===== src/rtl/dps_pkg.sv =====
`timescale 1ns / 1ps
// ----------------------------------------------------------------------------
// dps_pkg
// Shared types and constants for the drive power and homing sequencer.
// ----------------------------------------------------------------------------
package dps_pkg;

    typedef enum logic [1:0] {
        REQ_DISABLE  = 2'd0,
        REQ_ENABLE   = 2'd1,
        REQ_HOME     = 2'd2,
        REQ_SET_MODE = 2'd3
    } t_req;

    typedef logic [4:0] t_code;

    localparam t_code CODE_DONE          = 5'd0;
    localparam t_code CODE_WAIT          = 5'd1;
    localparam t_code CODE_SHUTDOWN      = 5'd2;
    localparam t_code CODE_SWITCH_ON     = 5'd3;
    localparam t_code CODE_ENABLE_OP     = 5'd4;
    localparam t_code CODE_SETTLE        = 5'd5;
    localparam t_code CODE_DISVOLT_QS    = 5'd6;
    localparam t_code CODE_DISVOLT_FAULT = 5'd7;
    localparam t_code CODE_FAULT_RESET   = 5'd8;
    localparam t_code CODE_UNKNOWN       = 5'd9;
    localparam t_code CODE_HOME_NEED_EN  = 5'd10;
    localparam t_code CODE_HOME_MODE_WR  = 5'd11;
    localparam t_code CODE_HOME_CLEAR    = 5'd12;
    localparam t_code CODE_HOME_START    = 5'd13;
    localparam t_code CODE_HOME_BUSY     = 5'd14;
    localparam t_code CODE_HOME_ERROR    = 5'd15;
    localparam t_code CODE_MODE_PENDING  = 5'd16;
    localparam t_code CODE_MAX           = CODE_MODE_PENDING;

    // status word masks and decoded states
    localparam logic [15:0] SW_MASK_4F      = 16'h004F;
    localparam logic [15:0] SW_MASK_6F      = 16'h006F;
    localparam logic [15:0] SW_NOT_READY    = 16'h0000;
    localparam logic [15:0] SW_SW_ON_DIS    = 16'h0040;
    localparam logic [15:0] SW_READY        = 16'h0021;
    localparam logic [15:0] SW_SWITCHED_ON  = 16'h0023;
    localparam logic [15:0] SW_OP_ENABLED   = 16'h0027;
    localparam logic [15:0] SW_QUICK_STOP   = 16'h0007;
    localparam logic [15:0] SW_FAULT_REACT  = 16'h000F;
    localparam logic [15:0] SW_FAULT        = 16'h0008;
    localparam logic [15:0] SW_TARGET_BIT   = 16'h0400;
    localparam logic [15:0] SW_HOME_MASK    = 16'h3400;
    localparam logic [15:0] SW_HOME_OK      = 16'h1400;

    // control words
    localparam logic [15:0] CW_SHUTDOWN     = 16'h0006;
    localparam logic [15:0] CW_SWITCH_ON    = 16'h0007;
    localparam logic [15:0] CW_ENABLE_OP    = 16'h000F;
    localparam logic [15:0] CW_HOME_START   = 16'h001F;
    localparam logic [15:0] CW_DISABLE_VOLT = 16'h0000;
    localparam logic [15:0] CW_FAULT_RESET  = 16'h0080;
    localparam logic [15:0] CW_HOME_RUN_BIT = 16'h0010;

    // operating modes
    localparam logic [7:0] OPM_HOMING = 8'h06;
    localparam logic [7:0] OPM_CSP    = 8'h08;
    localparam logic [7:0] OPM_CSV    = 8'h09;
    localparam logic [7:0] OPM_CST    = 8'h10;

    localparam logic [7:0] SETTLE_RESET = 8'd20;

    typedef struct packed {
        logic               ctrl_write;
        logic [15:0]        ctrl_value;
        logic               opmode_write;
        logic [7:0]         op_mode;
        logic               pos_write;
        logic signed [31:0] target_pos;
        logic               vel_zero;
        logic               cur_zero;
        t_code              code;
    } t_result;

endpackage


===== src/rtl/dps_if.sv =====
`timescale 1ns / 1ps
// ----------------------------------------------------------------------------
// dps_if
// Valid/ready channels of the drive power and homing sequencer.
// ----------------------------------------------------------------------------
interface dps_req_if;
    logic               valid;
    logic               ready;
    logic [1:0]         mode;
    logic [15:0]        drive_status;
    logic [7:0]         display_mode;
    logic signed [31:0] actual_pos;
    logic [7:0]         requested_mode;

    modport source (output valid, mode, drive_status, display_mode, actual_pos,
                    requested_mode, input ready);
    modport sink   (input valid, mode, drive_status, display_mode, actual_pos,
                    requested_mode, output ready);
endinterface

interface dps_res_if;
    logic               valid;
    logic               ready;
    logic               ctrl_write;
    logic [15:0]        ctrl_value;
    logic               opmode_write;
    logic [7:0]         op_mode;
    logic               pos_write;
    logic signed [31:0] target_pos;
    logic               vel_zero;
    logic               cur_zero;
    logic [4:0]         code;

    modport source (output valid, ctrl_write, ctrl_value, opmode_write, op_mode,
                    pos_write, target_pos, vel_zero, cur_zero, code, input ready);
    modport sink   (input valid, ctrl_write, ctrl_value, opmode_write, op_mode,
                    pos_write, target_pos, vel_zero, cur_zero, code, output ready);
endinterface

interface dps_cfg_if;
    logic       valid;
    logic       ready;
    logic [7:0] data;

    modport source (output valid, data, input ready);
    modport sink   (input valid, data, output ready);
endinterface


===== src/rtl/drive_power_homing_sequencer.sv =====
`timescale 1ns / 1ps
// ----------------------------------------------------------------------------
// drive_power_homing_sequencer
// Master-side drive power and homing sequencer: decodes the status word of
// each poll and chooses control word, mode write or target seeding.
// ----------------------------------------------------------------------------
// a request passes through the input register and then the result register
// throughput: one request per cycle while results are taken, set by the input and result registers
// a stalled result holds the pipe; one more request can fill an empty input register
// reset: settle_cycles returns to 20, settle count and homing control word to 0,
// both pipeline stages empty; the config write channel is always ready
module drive_power_homing_sequencer (
    input  logic i_clk,
    input  logic i_rst_n,
    dps_req_if.sink   i_req,
    dps_res_if.source o_res,
    dps_cfg_if.sink   i_cfg
);

    // input register
    logic               r_in_valid;
    dps_pkg::t_req      r_mode;
    logic [15:0]        r_drive_status;
    logic [7:0]         r_display_mode;
    logic signed [31:0] r_actual_pos;
    logic [7:0]         r_requested_mode;

    // result register
    logic               r_out_valid;
    dps_pkg::t_result   r_res;
    dps_pkg::t_result   n_res;

    // sequencer state
    logic [7:0]         r_settle_cycles;
    logic [7:0]         r_settle_count;
    logic [7:0]         n_settle_count;
    logic [15:0]        r_homing_control;
    logic [15:0]        n_homing_control;

    logic               advance;
    logic               in_ready;
    logic               fire;

    logic [15:0]        sw_m4;
    logic [15:0]        sw_m6;
    logic [7:0]         settle_dec;
    logic               home_running;
    logic               home_attained;

    assign advance  = !r_out_valid || o_res.ready;
    assign in_ready = !r_in_valid || advance;
    assign fire     = r_in_valid && advance;

    assign i_req.ready = in_ready;
    assign i_cfg.ready = 1'b1;

    assign sw_m4         = r_drive_status & dps_pkg::SW_MASK_4F;
    assign sw_m6         = r_drive_status & dps_pkg::SW_MASK_6F;
    assign settle_dec    = (r_settle_count != 8'd0) ? r_settle_count - 8'd1 : 8'd0;
    assign home_running  = (r_homing_control & dps_pkg::CW_HOME_RUN_BIT) != 16'd0;
    assign home_attained = (r_drive_status & dps_pkg::SW_TARGET_BIT) != 16'd0;

    always_comb begin
        n_res            = '0;
        n_settle_count   = r_settle_count;
        n_homing_control = r_homing_control;
        case (r_mode)
            dps_pkg::REQ_DISABLE, dps_pkg::REQ_ENABLE: begin
                if (sw_m4 == dps_pkg::SW_NOT_READY) begin
                    n_res.code = dps_pkg::CODE_WAIT;
                end else if (sw_m4 == dps_pkg::SW_SW_ON_DIS) begin
                    n_res.ctrl_write = 1'b1;
                    n_res.ctrl_value = dps_pkg::CW_SHUTDOWN;
                    n_res.code       = dps_pkg::CODE_SHUTDOWN;
                end else if (sw_m6 == dps_pkg::SW_READY) begin
                    n_res.ctrl_write = 1'b1;
                    n_res.ctrl_value = dps_pkg::CW_SWITCH_ON;
                    n_res.code       = dps_pkg::CODE_SWITCH_ON;
                end else if (sw_m6 == dps_pkg::SW_SWITCHED_ON) begin
                    if (r_mode == dps_pkg::REQ_ENABLE) begin
                        n_res.ctrl_write = 1'b1;
                        n_res.ctrl_value = dps_pkg::CW_ENABLE_OP;
                        n_settle_count   = r_settle_cycles;
                        // seed the setpoints that the displayed mode follows, or all of them for other modes
                        if (r_display_mode == dps_pkg::OPM_CSP) begin
                            n_res.pos_write  = 1'b1;
                            n_res.target_pos = r_actual_pos;
                        end else if (r_display_mode == dps_pkg::OPM_CSV) begin
                            n_res.vel_zero = 1'b1;
                        end else if (r_display_mode == dps_pkg::OPM_CST) begin
                            n_res.cur_zero = 1'b1;
                        end else begin
                            n_res.pos_write  = 1'b1;
                            n_res.target_pos = r_actual_pos;
                            n_res.vel_zero   = 1'b1;
                            n_res.cur_zero   = 1'b1;
                        end
                        n_res.code = dps_pkg::CODE_ENABLE_OP;
                    end else begin
                        n_res.code = dps_pkg::CODE_DONE;
                    end
                end else if (sw_m6 == dps_pkg::SW_OP_ENABLED) begin
                    if (r_mode == dps_pkg::REQ_ENABLE) begin
                        n_settle_count = settle_dec;
                        n_res.code = (settle_dec != 8'd0) ? dps_pkg::CODE_SETTLE
                                                          : dps_pkg::CODE_DONE;
                    end else begin
                        n_res.ctrl_write = 1'b1;
                        n_res.ctrl_value = dps_pkg::CW_SHUTDOWN;
                        n_res.code       = dps_pkg::CODE_SHUTDOWN;
                    end
                end else if (sw_m6 == dps_pkg::SW_QUICK_STOP) begin
                    n_res.ctrl_write = 1'b1;
                    n_res.ctrl_value = dps_pkg::CW_DISABLE_VOLT;
                    n_res.code       = dps_pkg::CODE_DISVOLT_QS;
                end else if (sw_m4 == dps_pkg::SW_FAULT_REACT) begin
                    n_res.ctrl_write = 1'b1;
                    n_res.ctrl_value = dps_pkg::CW_DISABLE_VOLT;
                    n_res.code       = dps_pkg::CODE_DISVOLT_FAULT;
                end else if (sw_m4 == dps_pkg::SW_FAULT) begin
                    n_res.ctrl_write = 1'b1;
                    n_res.ctrl_value = dps_pkg::CW_FAULT_RESET;
                    n_res.code       = dps_pkg::CODE_FAULT_RESET;
                end else begin
                    n_res.code = dps_pkg::CODE_UNKNOWN;
                end
            end
            dps_pkg::REQ_HOME: begin
                if (sw_m6 != dps_pkg::SW_OP_ENABLED) begin
                    n_res.code = dps_pkg::CODE_HOME_NEED_EN;
                end else if (r_display_mode != dps_pkg::OPM_HOMING) begin
                    n_res.opmode_write = 1'b1;
                    n_res.op_mode      = dps_pkg::OPM_HOMING;
                    n_res.code         = dps_pkg::CODE_HOME_MODE_WR;
                end else if (!home_running && home_attained) begin
                    // drop the start bit so a fresh rising edge can follow
                    n_res.ctrl_write = 1'b1;
                    n_res.ctrl_value = dps_pkg::CW_ENABLE_OP;
                    n_homing_control = dps_pkg::CW_ENABLE_OP;
                    n_res.code       = dps_pkg::CODE_HOME_CLEAR;
                end else if (!home_running) begin
                    n_res.ctrl_write = 1'b1;
                    n_res.ctrl_value = dps_pkg::CW_HOME_START;
                    n_homing_control = dps_pkg::CW_HOME_START;
                    n_res.code       = dps_pkg::CODE_HOME_START;
                end else if (!home_attained) begin
                    n_res.code = dps_pkg::CODE_HOME_BUSY;
                end else if ((r_drive_status & dps_pkg::SW_HOME_MASK) == dps_pkg::SW_HOME_OK) begin
                    n_res.code = dps_pkg::CODE_DONE;
                end else begin
                    n_res.code = dps_pkg::CODE_HOME_ERROR;
                end
            end
            dps_pkg::REQ_SET_MODE: begin
                n_res.opmode_write = 1'b1;
                n_res.op_mode      = r_requested_mode;
                n_res.code = (r_requested_mode == r_display_mode) ? dps_pkg::CODE_DONE
                                                                  : dps_pkg::CODE_MODE_PENDING;
            end
            default: begin
                n_res.code = dps_pkg::CODE_UNKNOWN;
            end
        endcase
    end

    // control and state registers
    always_ff @(posedge i_clk) begin
        if (!i_rst_n) begin
            r_in_valid       <= 1'b0;
            r_out_valid      <= 1'b0;
            r_settle_cycles  <= dps_pkg::SETTLE_RESET;
            r_settle_count   <= 8'd0;
            r_homing_control <= 16'd0;
        end else begin
            if (i_cfg.valid) begin
                r_settle_cycles <= i_cfg.data;
            end
            if (in_ready) begin
                r_in_valid <= i_req.valid;
            end
            if (advance) begin
                r_out_valid <= r_in_valid;
            end
            if (fire) begin
                r_settle_count   <= n_settle_count;
                r_homing_control <= n_homing_control;
            end
        end
    end

    // payload registers
    always_ff @(posedge i_clk) begin
        if (i_req.valid && in_ready) begin
            r_mode           <= dps_pkg::t_req'(i_req.mode);
            r_drive_status   <= i_req.drive_status;
            r_display_mode   <= i_req.display_mode;
            r_actual_pos     <= i_req.actual_pos;
            r_requested_mode <= i_req.requested_mode;
        end
        if (fire) begin
            r_res <= n_res;
        end
    end

    assign o_res.valid        = r_out_valid;
    assign o_res.ctrl_write   = r_res.ctrl_write;
    assign o_res.ctrl_value   = r_res.ctrl_value;
    assign o_res.opmode_write = r_res.opmode_write;
    assign o_res.op_mode      = r_res.op_mode;
    assign o_res.pos_write    = r_res.pos_write;
    assign o_res.target_pos   = r_res.target_pos;
    assign o_res.vel_zero     = r_res.vel_zero;
    assign o_res.cur_zero     = r_res.cur_zero;
    assign o_res.code         = r_res.code;

endmodule


===== src/flat_wrapper.sv =====
// flat-port wrapper written by rule: the top's interface ports become plain ports
module drive_power_homing_sequencer_flat 
  (i_clk, i_rst_n, i_req_valid, i_req_mode, i_req_drive_status, i_req_display_mode, i_req_actual_pos, i_req_requested_mode, i_req_ready, o_res_valid, o_res_ctrl_write, o_res_ctrl_value, o_res_opmode_write, o_res_op_mode, o_res_pos_write, o_res_target_pos, o_res_vel_zero, o_res_cur_zero, o_res_code, o_res_ready, i_cfg_valid, i_cfg_data, i_cfg_ready);
  dps_req_if i_req_i ();
  dps_res_if o_res_i ();
  dps_cfg_if i_cfg_i ();
  input  logic i_clk;
  input  logic i_rst_n;
  input wire logic [$bits(i_req_i.valid)-1:0] i_req_valid;
  input wire logic [$bits(i_req_i.mode)-1:0] i_req_mode;
  input wire logic [$bits(i_req_i.drive_status)-1:0] i_req_drive_status;
  input wire logic [$bits(i_req_i.display_mode)-1:0] i_req_display_mode;
  input wire logic [$bits(i_req_i.actual_pos)-1:0] i_req_actual_pos;
  input wire logic [$bits(i_req_i.requested_mode)-1:0] i_req_requested_mode;
  output wire logic [$bits(i_req_i.ready)-1:0] i_req_ready;
  output wire logic [$bits(o_res_i.valid)-1:0] o_res_valid;
  output wire logic [$bits(o_res_i.ctrl_write)-1:0] o_res_ctrl_write;
  output wire logic [$bits(o_res_i.ctrl_value)-1:0] o_res_ctrl_value;
  output wire logic [$bits(o_res_i.opmode_write)-1:0] o_res_opmode_write;
  output wire logic [$bits(o_res_i.op_mode)-1:0] o_res_op_mode;
  output wire logic [$bits(o_res_i.pos_write)-1:0] o_res_pos_write;
  output wire logic [$bits(o_res_i.target_pos)-1:0] o_res_target_pos;
  output wire logic [$bits(o_res_i.vel_zero)-1:0] o_res_vel_zero;
  output wire logic [$bits(o_res_i.cur_zero)-1:0] o_res_cur_zero;
  output wire logic [$bits(o_res_i.code)-1:0] o_res_code;
  input wire logic [$bits(o_res_i.ready)-1:0] o_res_ready;
  input wire logic [$bits(i_cfg_i.valid)-1:0] i_cfg_valid;
  input wire logic [$bits(i_cfg_i.data)-1:0] i_cfg_data;
  output wire logic [$bits(i_cfg_i.ready)-1:0] i_cfg_ready;
  assign i_req_i.valid = i_req_valid;
  assign i_req_i.mode = i_req_mode;
  assign i_req_i.drive_status = i_req_drive_status;
  assign i_req_i.display_mode = i_req_display_mode;
  assign i_req_i.actual_pos = i_req_actual_pos;
  assign i_req_i.requested_mode = i_req_requested_mode;
  assign i_req_ready = i_req_i.ready;
  assign o_res_valid = o_res_i.valid;
  assign o_res_ctrl_write = o_res_i.ctrl_write;
  assign o_res_ctrl_value = o_res_i.ctrl_value;
  assign o_res_opmode_write = o_res_i.opmode_write;
  assign o_res_op_mode = o_res_i.op_mode;
  assign o_res_pos_write = o_res_i.pos_write;
  assign o_res_target_pos = o_res_i.target_pos;
  assign o_res_vel_zero = o_res_i.vel_zero;
  assign o_res_cur_zero = o_res_i.cur_zero;
  assign o_res_code = o_res_i.code;
  assign o_res_i.ready = o_res_ready;
  assign i_cfg_i.valid = i_cfg_valid;
  assign i_cfg_i.data = i_cfg_data;
  assign i_cfg_ready = i_cfg_i.ready;
  drive_power_homing_sequencer u_core (.i_clk(i_clk), .i_rst_n(i_rst_n), .i_req(i_req_i), .o_res(o_res_i), .i_cfg(i_cfg_i));
endmodule

===== config.mk =====
export PLATFORM = sky130hd
export DESIGN_NAME = drive_power_homing_sequencer_flat
export DESIGN_NICKNAME = d
export VERILOG_FILES = /design/src/rtl/dps_pkg.sv /design/src/rtl/dps_if.sv /design/src/rtl/drive_power_homing_sequencer.sv /design/src/flat_wrapper.sv
export SDC_FILE = /design/constraint.sdc
export NUM_CORES = 1
export LEC_CHECK = 0
export ABC_AREA = 1
export BUFFER_PORTS_ARGS = -buffer_cell sky130_fd_sc_hd__buf_2
export CELL_PAD_IN_SITES_DETAIL_PLACEMENT = 1
export CELL_PAD_IN_SITES_GLOBAL_PLACEMENT = 1
export CORE_ASPECT_RATIO = 2
export CORE_UTILIZATION = 42
export CTS_BUF_LIST = sky130_fd_sc_hd__clkbuf_4 sky130_fd_sc_hd__clkbuf_8
export DETAILED_ROUTE_END_ITERATION = 7
export PLACE_DENSITY = 0.79
export SKIP_LAST_GASP = 1
export SLEW_MARGIN = 20
export SYNTH_ARGS = -nofsm -noshare
export SYNTH_HDL_FRONTEND = slang
export SYNTH_SLANG_ARGS = --single-unit

===== constraint.sdc =====
create_clock -name i_clk -period 6.1 [get_ports i_clk]
set_input_delay 0.61 -clock i_clk [delete_from_list [all_inputs] [get_ports i_clk]]
set_output_delay 0.61 -clock i_clk [all_outputs]
set_load 0.01 [all_outputs]

* After elaboration in Yosys (flattened, before gate mapping)
Cells that the tools add are included.
** Storage, ports and cells
- Register bits after elaboration :: 149
- Bits in latches :: 0
- RAM bits :: 0
- ROM bits :: 0
- Input port bits :: 79
- Output and inout port bits :: 69
- Word-level logic and storage cells :: 111
- Memories :: 0
** Cells by class
- $add $sub $neg :: 1
- Multiply operators :: 0
- Divide/modulo/power cells :: 0
- Magnitude comparators :: 0
- Eq/ne operators :: 17
- Shifts and indexed selects :: 0
- Muxes and demuxes :: 48
- Bitwise gates (word level) :: 8
- Reduce and logical (&&, ||, !) cells :: 18
** Operators with widths (number)
- two-way mux 17 bit :: 13
- two-way mux 33 bit :: 2
- two-way mux 5 bit :: 13
- two-way mux 8 bit :: 5
- two-way mux 34 bit :: 1
- case mux 17 bit (2 select lines) :: 1
- two-way mux 26 bit :: 1
- == test 6 x 5 -> 1 bit, second input constant :: 3
- case mux 9 bit (2 select lines) :: 1
- == test 8 x 4 -> 1 bit, second input constant :: 2
- zero test 16 bit :: 1
- two-way mux 4 bit :: 4
- nonzero test 8 bit :: 2
- case mux 5 bit (3 select lines) :: 1
- == test 5 x 4 -> 1 bit, second input constant :: 2
- two-way mux 9 bit :: 1
- == test 8 x 5 -> 1 bit, second input constant :: 1
- == test 8 bit :: 1
- != test 8 x 3 -> 1 bit, second input constant :: 1
- inverter 1 bit :: 8
- subtractor 8 x 1 -> 8 bit, second input constant :: 1
- AND reduction 7 bit :: 1
- OR reduction 7 bit :: 1
- == test 6 x 3 -> 1 bit, second input constant :: 1
- other kinds (15) :: 24

* Depth between registers and ports, before layout
Gate-level depths: netlist of run 1.
- Depth in word-level cells :: 11
- Depth in mapped cells :: 13
- Depth with buffers taken out :: 13

* Least setup slack after synthesis of run 1
Ideal clock, no wire load.
- Kind :: input to register
- Start point :: input port o_res_ready
- End point :: register u_core.r_settle_count[6]
- Setup time :: 0.089 ns
- Data arrival time :: 4.408 ns
- Data required time :: 6.011 ns
- Slack :: 1.604 ns
- Stages :: 7
- Buffers on the path :: 1
- Cell sequence :: inv_1 > a21oi_1 > o21ai_2 > nor2_8 > buf_8 > nor2_1 > a311oi_2
** On the way
- Cells in the longest elaborated chain, start to end :: 3
** Ends and longest elaborated chain
- from (decl) :: line flat_wrapper.sv:26 : input wire logic [$bits(o_res_i.ready)-1:0] o_res_ready;
- logical OR 1 bit :: line drive_power_homing_sequencer.sv:50 : assign advance = !r_out_valid || o_res.ready;
- logical AND 1 bit :: line drive_power_homing_sequencer.sv:52 : assign fire = r_in_valid && advance;
- net u_core.fire :: line drive_power_homing_sequencer.sv:42 : logic fire;
- AND reduction 7 bit (no source line)
- to (signal assigned) :: line drive_power_homing_sequencer.sv:185 : r_settle_count <= n_settle_count;
- to (decl) :: line drive_power_homing_sequencer.sv:35 : logic [7:0] r_settle_count;
The timed path passes the listed nets, and every way through them passes these cells.
A chain may end at the register's enable or synchronous reset.

* Final worst setup path of run 1
- Start point :: register u_core.r_display_mode[7]
- End point :: register u_core.r_res, in the netlist u_core.o_res.target_pos[10], data pin
** On the way
- Cells in the longest elaborated chain, start to end :: 4
- Elaborated cells between the ends (all ways) :: 6
- Classes of those cells :: eq/ne: 3; mux: 3
** Ends and longest elaborated chain
- from (decl) :: line drive_power_homing_sequencer.sv:24 : logic [7:0] r_display_mode;
- from (signal assigned) :: line drive_power_homing_sequencer.sv:196 : r_display_mode <= i_req.display_mode;
- == test 8 x 5 -> 1 bit :: line drive_power_homing_sequencer.sv:90 : end else if (r_display_mode == dps_pkg::OPM_CST) begin
- two-way mux 34 bit :: line drive_power_homing_sequencer.sv:90
- two-way mux 33 bit :: line drive_power_homing_sequencer.sv:88 : end else if (r_display_mode == dps_pkg::OPM_CSV) begin
- two-way mux 33 bit * :: line drive_power_homing_sequencer.sv:85 : if (r_display_mode == dps_pkg::OPM_CSP) begin
- to (signal assigned) :: line drive_power_homing_sequencer.sv:201 : r_res <= n_res;
- to (decl) :: line drive_power_homing_sequencer.sv:30 : dps_pkg::t_result r_res;
Mark *: on every way between the ends. The rest lies on a longest branch, timed or not.

==> metrics.log, run 1 <==
INFO  metric number_of_enable_type_register_cells_in_the_synthesized_netlist = 114
INFO  metric h-tree-depth = 4
INFO  metric drive_gt1_share = 34.7%
INFO  metric number_of_global_route_vias_before_repair = 4,031
INFO  metric grt_setup_unrepaired = false
INFO  metric post_detailed_route_count_of_antenna_violating_nets = 0
INFO  metric drv.max_cap_violation_count = 0
INFO  metric port_buf_inserts = 129
INFO  metric dpl_cells = 750
INFO  metric hold_wc_path_type = input port to flop
INFO  metric wl = 12.1 mm
INFO  metric clk_latency = 430 ps
INFO  metric global_route_wire_length_before_repair = 19.2 mm
INFO  metric power_frac_clock = 42.1%
INFO  metric die_w = 83.2 microns
INFO  metric synth_seq_area_share = 68.7%
INFO  metric core = 0.0129 sq mm
INFO  metric most-common-layout-cells = 129 x sky130_fd_sc_hd__buf_2, 114 x sky130_fd_sc_hd__edfxtp_1, 68 x sky130_fd_sc_hd__inv_1
INFO  metric setup.worst_path.class = flop to flop
INFO  metric tritoncts = yes
INFO  metric end_kind = flop
INFO  metric cp_data_required_time = 6250 ps
INFO  metric crit_start_category = flop
INFO  metric outcome = complete, no violations
INFO  metric worstReg2RegStart = u_core.r_display_mode[7]
INFO  metric per_cell_via_count_in_the_routed_design = 4.89
INFO  metric cts.path.max_buffers = 2
INFO  metric achievable-frequency = 455 MHz
INFO  metric tritonroute_pass_1_iters = 4
INFO  metric insertedDiodeCount = 0
INFO  metric cp_slowest_cell = sky130_fd_sc_hd__inv_2
INFO  metric place.gp.congestion = 0.862
INFO  metric timing.critical_path.cells = or2_1, nor3_2, nand4_1, inv_1, nor3_4, inv_2, nor2_1
INFO  metric worst_max_slew_pin_slew = 844 ps
INFO  metric post_synth_instance_area = 0.00554 sq mm
INFO  metric post_cts.resized_instances = 0
INFO  metric die_area = 0.0137 sq mm
INFO  metric dr.first_iter.drc_count = 98
INFO  metric startpoint = u_core.r_display_mode[7]
INFO  metric antenna_found_initial = 0
INFO  metric remaining_drc_errors = 0
INFO  metric initial_utilization = 42.9%
INFO  metric sequentialPowerShare = 52.4%
INFO  metric nNetsFinal = 697
INFO  metric crit_fanout = 32
INFO  metric wl_per_cell = 15.5 microns
INFO  metric power.leakage = 3.01 nW
INFO  metric worst_hold_startpoint = i_req_actual_pos[7]
INFO  metric netSwitchingPower = 0.000441 W
INFO  metric clockRootBuffer = sky130_fd_sc_hd__clkbuf_8
INFO  metric ys.flop_type = sky130_fd_sc_hd__edfxtp_1
INFO  metric cts.clk_slew.worst_paths = 80 ps
INFO  metric timing.clock.skew = 12.4 ps
INFO  metric numClockSinks = 133
INFO  metric postSynthAreaPerCell = 11.6 sq um
INFO  metric ys_types = 44
INFO  metric setup_failing_eps_final = 0
INFO  metric cts-hold-fix-buffers = 0
INFO  metric swShare = 22.0%
INFO  metric post_synth_inst_count = 477
INFO  metric minimum_clock_period_after_layout = 2200 ps
INFO  metric hold_viol_final = 0
INFO  metric dr_total_vias = 3,819
INFO  metric synth.ff_latch_count = 133
INFO  metric pwr_density_cell = 297 mW/mm^2
INFO  metric final_common_cell = sky130_fd_sc_hd__buf_2
INFO  metric final-instance-count-excl-fill = 781
INFO  metric area_growth_from_synthesis_to_layout = 21.7%
INFO  metric die_height = 164 microns
INFO  metric worst-endpoint-arrival = 2350 ps
INFO  metric groute.usage.overall = 18.4%
INFO  metric internal_power = 0.00156 W
INFO  metric postCtsSetupBuffers = 0
INFO  metric power.combinational.fraction = 5.5%
INFO  metric number_of_buffers_inserted_during_clock_tree_synthesis = 17
INFO  metric irDropWorstVdd = 0.000164 V
INFO  metric overflow = 0
INFO  metric final-max-slew-violation-count = 0
INFO  metric largest_net_degree_at_the_start_of_global_routing = 58
INFO  metric io_pins = 148
INFO  metric core.rowCount = 59
INFO  metric worst_path_largest_cell_delay = 610 ps
INFO  metric ys_warn_count = 0
INFO  metric synth-async-reset-ratio = 0%
INFO  metric post-route-period-util = 36.0%
INFO  metric dp_hpwl = 9.16 mm
INFO  metric fin_tns_setup = 0 ps
INFO  metric timing.max_slew.rel_slack = 43.7%
==> flip-flops by register name (all words and copies together) (netlist names), 2 cells and up <==
| signal | flops |
|---|---|
| u_core.o_res.code | 5 |
| u_core.o_res.ctrl_value | 5 |
| u_core.o_res.op_mode | 8 |
| u_core.o_res.target_pos | 32 |
| u_core.r_actual_pos | 32 |
| u_core.r_display_mode | 8 |
| u_core.r_drive_status | 9 |
| u_core.r_mode | 2 |
| u_core.r_requested_mode | 8 |
| u_core.r_settle_count | 8 |
| u_core.r_settle_cycles | 8 |
==> worst max-delay path, delay by kind of cell (launching register included) <==
| kind | cells | cell delay [ps] |
|---|---|---|
| buffers and inverters | 2 | 740 |
| DFF | 1 | 410 |
| and+or+nand+nor | 5 | 760 |
==> per-layer routing <==
| layer | global-route usage, % | wire [microns] | vias to the layer above | part of all wire, % |
|---|---|---|---|---|
| met4 | 9.25 | 329 | 0 | 2.7 |
| li1 | - | - | 1847 | - |
| met5 | 0 | 0 | - | 0 |
| met1 | 17.4 | 4250 | 1831 | 35 |
| met2 | 36.5 | 7000 | 115 | 58 |
| met3 | 4.20 | 560 | 26 | 4.6 |
==> per-stage QoR <==
| step | area, sq um | hold slack [ps] | power, W | setup slack (ps) | utilization, % |
|---|---|---|---|---|---|
| after floorplan | 5570 | 429 | 0.00113 | 1600 | - |
| after global placement | 6280 | 443 | 0.00117 | 3830 | 48.6 |
| after detailed placement | 6280 | 468 | 0.00118 | 3690 | 48.6 |
| after CTS | 6740 | 318 | 0.00202 | 3860 | 52.2 |
| after global routing | 6740 | 317 | 0.00208 | 3680 | 52.2 |
| final | 6740 | 348 | 0.00200 | 3900 | 52.2 |
==> layout make-up <==
class                      count  area [sq um]
tap                          152           190
inverter                      77           289
sequential                   133          3800
clock buffer                  17           234
timing repair buffer         131           661
multi-input combinational    257          1340
fill                        1427          6180
clock inverter                14           223
==> final timing paths <==
path	to	slack, ps	cells past startpoint
max	u_core.o_res.target_pos[10]	3900	7
min	u_core.r_actual_pos[7]	350	1
min reg2reg	u_core.r_settle_cycles[4]	480	2
max reg2reg	u_core.o_res.target_pos[10]	3900	7
==> synthesized netlist by cell type, drive strengths merged (2+ instances only) <==
cell type    n  share of area, %
clkbuf       2              0.14
nand3       26               2.7
buf         17               2.6
nor3         5              0.75
xor2         4              0.63
a31oi        2              0.23
edfxtp     114                62
a21oi       10              0.90
dfxtp       19               6.9
nand2       67               4.6
conb         2              0.14
a211oi       2              0.36
o21ai       17               1.6
nor4         2              0.34
inv         76               5.1
or2          2              0.23
nor2        91               8.4
a311oi       5              0.90
nand4        7              0.79
==> power groups by stage <==
stage | sequential, W | clock, W | combinational (W)
floorplan | 0.00107 | 0 | 0.0000592
global placement | 0.00106 | 0 | 0.000106
detailed placement | 0.00107 | 0 | 0.000111
CTS | 0.00105 | 0.000864 | 0.000113
global route | 0.00105 | 0.000904 | 0.000124
finish | 0.00105 | 0.000843 | 0.000110
==> cells by family (layout without fill, tap and decap cells) <==
kind of cell | Yosys count | count (layout) | synth area share, %
and+or+nand+nor | 201 | 201 | 17.8
buffers and inverters | 96 | 239 | 7.95
AOI/OAI and AO/OA | 40 | 40 | 4.56
DFF | 133 | 133 | 68.7
other | 2 | 11 | 0.136
xor gates and xnor gates | 4 | 4 | 0.632
adders and majority gates | 1 | 1 | 0.226
Power figures use the tool's default switching activity.
==> run 2, diff against run 1 <==
clock period = 2.2 ns   (was 6.1 ns; I/O delays follow)
==> run 2 against run 1 <==
- worst hold slack lost 320 ps
- clock skew grew 4.4 ps
- die area is the same
- fmax grew 8.5%
- core utilization grew 5.3 points
- critical path depth grew 6
- flip-flop and latch count is the same
- sequential power grew to 2.8 times the previous value
- combinational power grew to 3.8 times the previous value
- critical endpoint is now u_core.o_res.code[2]
- largest cell class unchanged
- highest routed layer unchanged
==> metrics.log, run 2 (synthesized netlist as in run 1, its figures left out) <==
INFO  metric remaining_drc_errors = 0 (unchanged)
INFO  metric number_of_buffers_inserted_during_clock_tree_synthesis = 17 (unchanged)
INFO  metric tritoncts = yes
INFO  metric sequentialPowerShare = 53.2% (+0.8 points)
INFO  metric report.power.total = 0.00547 W (+170%)
INFO  metric io_pins = 148 (unchanged)
INFO  metric timing.critical_path.cells = inv_1, ha_1, nand2_1, nor2_1, nand2_2, o21ai_0, nand3_1, nor2_1, nand2_1, nand3_1, nand2_1, nand2_1, nand2_1
INFO  metric minimum_clock_period_after_layout = 2020 ps (-173 ps)
INFO  metric drive_gt1_share = 32.0% (-2.7 points)
INFO  metric h-tree-depth = 4 (unchanged)
INFO  metric drv.max_cap_violation_count = 0 (unchanged)
INFO  metric wl_per_cell = 17.3 microns (+12%)
INFO  metric place.gp.congestion = 0.837 (-2.9%)
INFO  metric hold_viol_final = 0 (unchanged)
INFO  metric global_route_wire_length_before_repair = 22.7 mm (+18%)
INFO  metric die_area = 0.0137 sq mm (unchanged)
INFO  metric port_buf_inserts = 129 (unchanged)
INFO  metric placement.cell_area = 0.00636 sq mm (+1.2%)
INFO  metric power.combinational.fraction = 7.7% (+2.2 points)
INFO  metric power.leakage = 3.30 nW (+9.4%)
INFO  metric cp_slowest_cell = sky130_fd_sc_hd__dfxtp_1
INFO  metric dr.first_iter.drc_count = 192 (+96%)
INFO  metric largest_net_degree_at_the_start_of_global_routing = 41 (-29%)
INFO  metric final-max-slew-violation-count = 0 (unchanged)
INFO  metric grt_setup_unrepaired = false
INFO  metric clockRootBuffer = sky130_fd_sc_hd__clkbuf_8
INFO  metric initial_utilization = 42.9% (unchanged)
INFO  metric irDropWorstVdd = 0.000513 V (+210%)
INFO  metric clk_latency = 440 ps (about the same)
INFO  metric per_cell_via_count_in_the_routed_design = 4.94 (+0.96%)
INFO  metric hold_wc_path_type = input port to flop
INFO  metric groute.usage.overall = 22.1% (+3.6 points)
INFO  metric internal_power = 0.00417 W (+170%)
INFO  metric post_detailed_route_count_of_antenna_violating_nets = 0 (unchanged)
INFO  metric area_growth_from_synthesis_to_layout = 34.1%
INFO  metric reg2reg_setup_slack = 180 ps (-3730 ps)
INFO  metric most-common-layout-cells = 129 x sky130_fd_sc_hd__buf_2, 114 x sky130_fd_sc_hd__edfxtp_1, 68 x sky130_fd_sc_hd__inv_1
INFO  metric pwr_density_cell = 736 mW/mm^2 (+150%)
INFO  metric timing.clock.skew = 16.9 ps (+4.43 ps)
INFO  metric die_w = 83.2 microns (unchanged)
INFO  metric number_of_global_route_vias_before_repair = 4,592 (+14%)
INFO  metric postCtsSetupBuffers = 0 (unchanged)
INFO  metric cts.clk_slew.worst_paths = 80 ps (about the same)
INFO  metric die_height = 164 microns (unchanged)
INFO  metric antenna_found_initial = 1 (+1)
INFO  metric finalWorstSetupSlack = 177 ps (-3730 ps)
INFO  metric netSwitchingPower = 0.00129 W (+190%)
INFO  metric post-route-period-util = 92.0% (+56 points)
INFO  metric stdcell_area = 0.00743 sq mm (+10%)
INFO  metric cts.path.max_buffers = 2 (unchanged)
INFO  metric final_common_cell = sky130_fd_sc_hd__buf_2
INFO  metric swShare = 23.7% (+1.6 points)
INFO  metric core.rowCount = 59 (unchanged)
INFO  metric final.fill_count = 1,371 (-3.9%)
INFO  metric timing.max_slew.rel_slack = 63.4% (+20 points)
INFO  metric cp_common_cell = sky130_fd_sc_hd__nand2_1
INFO  metric nNetsFinal = 768 (+10%)
INFO  metric numClockSinks = 133 (unchanged)
INFO  metric core = 0.0129 sq mm (unchanged)
INFO  metric worst-endpoint-arrival = 2210 ps (-140 ps)
INFO  metric setup.worst_path.class = flop to flop
INFO  metric dr_total_vias = 4,211 (+10%)
INFO  metric cp_data_required_time = 2380 ps (-3870 ps)
INFO  metric dp_hpwl = 9.97 mm (+8.8%)
INFO  metric placement.setup.worst_slack = 177 ps (-3510 ps)
INFO  metric achievable-frequency = 494 MHz (+8.5%)
INFO  metric overflow = 0 (unchanged)
INFO  metric crit_start_category = flop
INFO  metric setup_failing_eps_final = 0 (unchanged)
INFO  metric worst_path_largest_cell_delay = 310 ps (-300 ps)
INFO  metric crit_fanout = 7 (-78%)
INFO  metric power_frac_clock = 39.1% (-3.0 points)
INFO  metric end_kind = flop
INFO  metric hold_worst_slack = 29.6 ps (-319 ps)
INFO  metric outcome = complete, no violations
INFO  metric worst_max_slew_pin_slew = 545 ps (-298 ps)
INFO  metric tritonroute_pass_1_iters = 4 (unchanged)
INFO  metric wl = 14.8 mm (+22%)
-- run 2: changes by cell type in the layout (fill, tap and decap cells not counted), moves of 2 or more --
cell | previous run | this run
sky130_fd_sc_hd__dlygate4sd3_1 | 0 | 65
sky130_fd_sc_hd__buf_4 | 2 | 6
sky130_fd_sc_hd__clkinv_4 | 1 | 4
sky130_fd_sc_hd__buf_12 | 0 | 2
sky130_fd_sc_hd__bufinv_16 | 5 | 3
sky130_fd_sc_hd__inv_6 | 4 | 2
-- run 2: per-layer routing --
| layer | track usage (%) | part of all wire [%] | wire length, microns | vias to the layer above |
|---|---|---|---|---|
| li1 | - | - | - | 1989 |
| met1 | 19.8 | 32 | 4770 | 2048 |
| met2 | 44.1 | 60 | 8810 | 136 |
| met3 | 5.00 | 3.8 | 567 | 38 |
| met4 | 12.6 | 4.3 | 636 | 0 |
| met5 | 0 | 0 | 0 | - |
-- run 2: timing repair --
item,CTS,global route
endpoints found under the hold margin,65,0
hold buffers,65,0
endpoints found under the setup margin,0,1
gates resized for setup,0,1
-- run 2: final cells by class --
cell class              count  area (sq um)  area share [%]
repair buffers            202          1380            18.6
clock buffers              17           234            3.15
well taps                 152           190            2.56
flip-flops and latches    133          3800            51.2
clock inverters            14           178            2.39
diodes                      1          2.50          0.0337
multi-input cells         257          1350            18.2
inverters                  77           289            3.89
-- run 2: power groups by stage --
| stage | Combinational [W] | Sequential (W) | Clock (W) |
|---|---|---|---|
| 3_3_place_gp | 0.000306 | 0.00295 | 0 |
| 5_1_grt | 0.000460 | 0.00292 | 0.00229 |
| 2_1_floorplan | 0.000167 | 0.00297 | 0 |
| 4_1_cts | 0.000419 | 0.00290 | 0.00214 |
| 6_report | 0.000421 | 0.00291 | 0.00214 |
| 3_5_place_dp | 0.000326 | 0.00296 | 0 |
-- run 2: path summary, 6_finish.rpt --
path | endpoint | startpoint | depth (start not counted)
setup / recovery | u_core.o_res.code[2] | u_core.r_settle_count[0] | 13
hold / removal | u_core.r_settle_cycles[6] | i_cfg_data[6] | 3
setup reg to reg | u_core.o_res.code[2] | u_core.r_settle_count[0] | 13
hold reg to reg | u_core.r_settle_cycles[2] | u_core.r_settle_cycles[2] | 2
-- run 2: critical path: cells and delay by family (launching register included) --
family	cells	cell delay [ps]
adders and majority gates	1	190
AOI/OAI and AO/OA	1	110
and+or+nand+nor	10	1100
DFF	1	310
buffers and inverters	1	70
-- run 2: through the flow --
stage	std cells	TNS (ps)	utilization, %
finish	853	0	57.5
global route	853	0	57.5
CTS	852	0	57.5
detailed placement	756	0	49.2
global placement	756	0	49.2
floorplan	486	-450	-
